## config.mk

```make
export PLATFORM = sky130hd
export DESIGN_NAME = gps_rng
export DESIGN_NICKNAME = d
export VERILOG_FILES = /design/src/sv/gps_pkg.sv /design/src/sv/gps_rng.sv
export SDC_FILE = /design/constraint.sdc
export NUM_CORES = 1
export LEC_CHECK = 0
export BUFFER_PORTS_ARGS = -buffer_cell sky130_fd_sc_hd__buf_2
export CORE_MARGIN = 2
export CORE_UTILIZATION = 35
export DETAILED_ROUTE_END_ITERATION = 6
export SLEW_MARGIN = 20
export SYNTH_ARGS = -nofsm -noshare
export SYNTH_HDL_FRONTEND = slang
export SYNTH_SLANG_ARGS = --single-unit
```

## constraint.sdc

```tcl
create_clock -name i_clk -period 1.3 [get_ports i_clk]
set_input_delay 0.13 -clock i_clk [delete_from_list [all_inputs] [get_ports i_clk]]
set_output_delay 0.13 -clock i_clk [all_outputs]
set_load 0.02 [all_outputs]
```

## src/sv/gps_pkg.sv

```systemverilog
`default_nettype none
package gps_pkg;
    localparam logic [15:0] UNITY_RATIO = 16'd16384;
    localparam int GAIN_ONE = 8388608;
    localparam logic [31:0] SEED_A = 32'd1243598713;
    localparam logic [31:0] SEED_B = 32'd3093459404;
    localparam logic [31:0] SEED_C = 32'd1821928721;
    localparam logic [2:0] REG_RATIO = 3'd0;
    localparam logic [2:0] REG_PDISP = 3'd1;
    localparam logic [2:0] REG_TDISP = 3'd2;
    localparam logic [2:0] REG_FRAME = 3'd3;
    localparam logic [2:0] REG_RAMP  = 3'd4;

    typedef enum logic [3:0] {
        ST_IDLE, ST_RESTART1, ST_RESTART2, ST_RESTART3, ST_HEAD, ST_TAPWAIT,
        ST_TAPACC, ST_MUL, ST_SUM, ST_WRITE, ST_OUT
    } t_state;

    function automatic logic [31:0] mix_hash(input logic [31:0] hi);
        logic [31:0] h;
        h = hi;
        h = h + ~(h << 15);
        h = h ^ (h >> 10);
        h = h + (h << 3);
        h = h ^ (h >> 6);
        h = h + ~(h << 11);
        h = h ^ (h >> 16);
        return h;
    endfunction

    function automatic logic [31:0] seed_a();
        logic [31:0] s;
        s = SEED_A ^ mix_hash(32'd0);
        return (s < 32'd2) ? SEED_A : s;
    endfunction
    function automatic logic [31:0] seed_b();
        logic [31:0] s;
        s = SEED_B ^ mix_hash(32'd0);
        return (s < 32'd8) ? SEED_B : s;
    endfunction
    function automatic logic [31:0] seed_c();
        logic [31:0] s;
        s = SEED_C ^ mix_hash(32'd0);
        return (s < 32'd16) ? SEED_C : s;
    endfunction
endpackage
`default_nettype wire

```

## src/sv/gps_rng.sv

```systemverilog
`default_nettype none
// Three-part Tausworthe generator; steps when i_step.
module gps_rng (
    input  wire logic        i_clk,
    input  wire logic        i_rst_n,
    input  wire logic        i_clear,
    input  wire logic        i_step,
    output logic      [31:0] o_word
);
    import gps_pkg::*;
    logic [31:0] r_a, r_b, r_c, n_a, n_b, n_c;
    always_comb begin
        n_a = ((r_a & 32'hFFFF_FFFE) << 12) ^ (((r_a << 13) ^ r_a) >> 19);
        n_b = ((r_b & 32'hFFFF_FFF8) << 4) ^ (((r_b << 2) ^ r_b) >> 25);
        n_c = ((r_c & 32'hFFFF_FFF0) << 17) ^ (((r_c << 3) ^ r_c) >> 11);
    end
    assign o_word = n_a ^ n_b ^ n_c;
    always_ff @(posedge i_clk) begin
        if (!i_rst_n || i_clear) begin
            r_a <= seed_a();
            r_b <= seed_b();
            r_c <= seed_c();
        end else if (i_step) begin
            r_a <= n_a;
            r_b <= n_b;
            r_c <= n_c;
        end
    end
endmodule
`default_nettype wire

```

# Word level (Yosys, flattened, before mapping)
# Index checks and enable logic that the tools add are counted.
[classes]
n_bitwise = 8
reduce_logical = 2
[ops]
columns = ["operator", "count"]
rows = [
  ["$xor A32 B32 Y32", 5],
  ["$xor A32 B13 Y32", 1],
  ["$xor A32 B21 Y32", 1],
  ["$xor A32 B7 Y32", 1],
  ["$logic_not A1 Y1", 1],
  ["$logic_or A1 B1 Y1", 1],
]
[totals]
ff_bits = 96
word_cells = 13
input_bits = 4

# Logic depth before layout (Yosys ltp)
[depth]
word_depth = 4
ltp_mapped = 5
ltp_nobuf = 2

# Least setup slack after synthesis
# No wires, ideal clock.
[synth_timing]
kind = "register to output"
from = "register r_c[14]"
to = "output port o_word[6]"
setup_slack_ns = 0.116
arrival_ns = 1.054
t_required_ns = 1.170
n_path_buf = 0
path_stages_with_launch = 3
path_cell_list = "dfxtp_1 -> xnor2_1 -> xnor3_1"
[synth_between]
elab_chain_cells = 3
[synth_lines]
columns = ["item", "line_no", "source"]
rows = [
  ["start: declaration", "gps_rng.sv:11", "logic [31:0] r_a, r_b, r_c, n_a, n_b, n_c;"],
  ["start signal: assignment", "gps_rng.sv:22", "r_c <= seed_c();"],
  ["start signal: assignment", "gps_rng.sv:26", "r_c <= n_c;"],
  ["$xor A32 B32 Y32", "gps_rng.sv:15", "n_c = ((r_c & 32'hFFFF_FFF0) << 17) ^ (((r_c << 3) ^ r_c) >> 11);"],
  ["$xor A32 B21 Y32", "gps_rng.sv:15", ""],
  ["$xor A32 B32 Y32", "gps_rng.sv:17", "assign o_word = n_a ^ n_b ^ n_c;"],
  ["end: declaration", "gps_rng.sv:8", "output logic [31:0] o_word"],
]
# No other way between the ends.

# Worst setup path in the final report
[layout_timing]
from = "register r_b[30]"
to = "output port o_word[5]"
[layout_between]
elab_chain_cells = 4
[layout_lines]
columns = ["item", "line_no", "source"]
rows = [
  ["start: declaration", "gps_rng.sv:11", ""],
  ["start signal: assignment", "gps_rng.sv:21", "r_b <= seed_b();"],
  ["start signal: assignment", "gps_rng.sv:25", "r_b <= n_b;"],
  ["$xor A32 B32 Y32", "gps_rng.sv:14", "n_b = ((r_b & 32'hFFFF_FFF8) << 4) ^ (((r_b << 2) ^ r_b) >> 25);"],
  ["$xor A32 B7 Y32", "gps_rng.sv:14", ""],
  ["$xor A32 B32 Y32 (2 in a row)", "gps_rng.sv:17", ""],
]
# No other way between the ends.

==> run_results.csv <==
group,metric,value,unit
grt,grt_pass1_vias,3148,
detailed_routing,antenna_left,0,
placement,dpl.hpwl,7.240,mm
placement,dp_slack,-0.06702,ns
clocking,root_buffer,"clkbuf_16",
grt,track_usage,18.25,%
critical_path,cp-startpoint,"r_b[30]",
detailed_routing,vias,3066,
cells_and_area,drive_gt1_share,51.88,%
timing,setup_viol,28,
synthesis,synthTopCellsByArea,"dfxtp_1 43%, xnor2_1 15%, mux2i_1 13%",
timing,hold_viol,0,
clocking,clock_latency,0.34,ns
detailed_routing,via_per_inst,4.921,
placement,io_buffer_count,35,
synthesis,syn_avg_cell_area,10.75,um^2
synthesis,synthesis.area,4139,um^2
timing,min_period,1.628,ns
critical_path,worst-setup-path-type,"flip-flop to primary output",
floorplan,core_area,11470,um^2
critical_path,cpLargestDelayFamily,"XOR/XNOR gates",
synthesis,async_flop_share,0,%
run_status,run_status,"complete, but fails checks",
timing,worstMarginPinSlew,0.5706,ns
placement,dp_cells,581,
placement,placed_cell_area,4722,um^2
cells_and_area,synthToLayoutAreaGrowth,51.36,%
critical_path,rrSetupSlack,0.14,ns
critical_path,slowest_stage,"xnor3_1",
critical_path,cp_num_cells,3,
floorplan,ios,36,
floorplan,die-height,112.7,um
detailed_routing,wire_per_inst,18.21,um
cells_and_area,multiInputGateArea,2932,um^2
critical_path,crit_fanout,2,
cells_and_area,seq_area,1902,um^2
synthesis,synth.most_common_cell,"dfxtp_1",
detailed_routing,drcViolationCount,0,
cells_and_area,nFillCells,906,
grt,overflow,0,
timing,max-slew-margin-rel,61.92,%
floorplan,start_util,36.09,%
run,cap_violations,0,
clocking,cts_hold_buf,0,
timing,layout_setup_ws,-0.3285,ns
detailed_routing,drt-initial-drc-count,178,
grt,antenna_found_initial,0,
grt,grt_pass1_wl,17.60,mm
timing,period_share,125.3,%
worst_hold_path,hp-class,"input port to flip-flop",
critical_path,cp-endpoint,"o_word[5]",
critical_path,r2r_start,"r_c[27]",
synthesis,ys_types,22,
detailed_routing,drt-total-wl,11.34,mm
grt,grt_max_degree,50,
clocking,cts.path.max_buffers,2,
floorplan,num_rows,39,
timing,slew_viol_final,0,
synthesis,synth_cells,385,
synthesis,synth-edff-count,0,
synthesis,ys.flop_type,"dfxtp_1",
clocking,clock_sinks,88,
pwr,peakVddDrop,0.0006098,V
synthesis,yosysWarnings,0,
synthesis,syn-num-nets,389,
floorplan,die-area,12710,um^2
critical_path,crit_path_end_kind,"primary output",
pwr,power_density,1144,nW/um^2
critical_path,required,1.17,ns
cells_and_area,fin_area,6265,um^2
clocking,clk_pin_slew,0.06,ns
synthesis,ys_seq_area_share,42.56,%
critical_path,crit_arrival,1.50,ns
clocking,cts_tree,"built",
synthesis,yosysTopAreaCellShare,42.56,%
detailed_routing,dr.pass1.iters,6,
synthesis,ys_seq_elements,88,
critical_path,reg2reg_depth,4,
clocking,cts_made_buffers,9,
critical_path,path_buf_inv,1,
cells_and_area,stdcell_count,623,
critical_path,start_kind,"flip-flop",
run_status,violations,"negative setup slack",
critical_path,max_stage_delay,0.48,ns
placement,routabilityCongestion,0.8140,
cells_and_area,nNetsFinal,479,
clocking,h-tree-depth,3,
synthesis,yosys.area.top_type,"dfxtp_1",
timing,rsz0062_at_grt,"true",
timing,fmax,614.1,MHz
pwr,p_leak,2.710,nW
critical_path,r2r_end,"r_c[16]",
floorplan,fp.dieW,112.7,um
critical_path,crit_chain,"xnor2_2 > xnor3_1 > buf_6",
cells_and_area,diodes,0,
synthesis,synthTopCellsByCount,"88 x dfxtp_1, 70 x xnor2_1, 55 x mux2i_1, 44 x nor2_1, 25 x nand2_1",
timing,skew,0.01002,ns
[worst min path at each step]
stage,from,end,slack [ns],cells past startpoint
after floorplan,i_clear,r_a[10],0.44,3
after detailed placement,r_a[27],r_a[27],0.48,2
final,i_step,r_c[21],0.16,3
after CTS,i_step,r_c[21],0.15,3
after global placement,r_b[30],r_b[30],0.47,2
after global routing,i_step,r_b[24],0.20,3
[worst reg2reg max path: stages, from the launching register on]
cell     delay (ns)
dfxtp_4        0.38
xor2_2         0.19
buf_4          0.14
buf_4          0.13
o211a_1        0.20
[cells by family (layout without fill, tap and decap cells)]
logic type,Yosys count,count (layout),share of synthesized area (%)
mux,55,55,13.30
xor+xnor,92,92,24.15
buf+inv,27,122,4.232
simple gates,90,90,9.432
compound gates,33,33,6.318
flops,88,88,42.56
[cells in the final DEF, fill, tap and decap left out, types with 2 or more instances in the layout]
cell type	instances
xor2_2	2
xnor2_1	16
o211a_1	3
dfxtp_2	34
xnor2_4	17
bufinv_16	2
or2_2	3
nand2_1	25
dfxtp_1	28
clkbuf_16	9
nor2_1	44
dfxtp_4	26
buf_6	24
xor3_1	6
o211ai_1	11
clkinvlp_4	3
xnor3_1	7
nor2b_1	5
nand2b_1	11
mux2i_1	55
xor2_4	6
xnor2_2	38
a211o_1	5
buf_2	4
buf_12	4
buf_4	73
a211oi_1	14
[flip-flops by register name (all words and copies together), names as in the netlist]
name / count
r_b: 29
r_c: 28
r_a: 31
[final cells by class]
type / instances / share of cell area (%)
clock buffers: 10 / 3.815
clock inverters: 6 / 1.458
inverters: 1 / 0.05992
multi-input cells: 270 / 46.79
flip-flops and latches: 88 / 30.36
well taps: 143 / 2.856
repair buffers: 105 / 14.66
[power breakdown]
group          internal (mW)  switching [mW]  leakage, nW
registers               2.75           0.142        0.728
logic                  0.782           0.645         1.83
clock network           1.74            1.10        0.151
[per-stage QoR]
stage	utilization, %	total power [mW]	setup TNS, ns	hold slack (ns)
6_report	54.63	7.169	-4.787	0.1584
5_1_grt	54.63	7.410	-6.101	0.2003
4_1_cts	51.63	7.128	-4.819	0.1548
3_5_place_dp	41.18	4.027	-0.07985	0.4841
3_3_place_gp	41.18	4.020	-0.06442	0.4744
2_1_floorplan	-	3.671	0	0.4417
[metal layers]
| metal | vias to the layer above | global-route usage [%] | routed length [um] |
|---|---|---|---|
| li1 | 1463 | - | - |
| met4 | 0 | 6.260 | 211 |
| met3 | 14 | 2.410 | 439 |
| met1 | 1516 | 24.64 | 5017 |
| met5 | - | 0 | 0 |
| met2 | 73 | 30.34 | 5675 |
[repair_timing]
action                                  CTS  global route
pin swaps                                53            31
endpoints found under the setup margin   32            32
buffers inserted                         20            12
gates resized for setup                 179            48
Power figures use the tool's default switching activity.
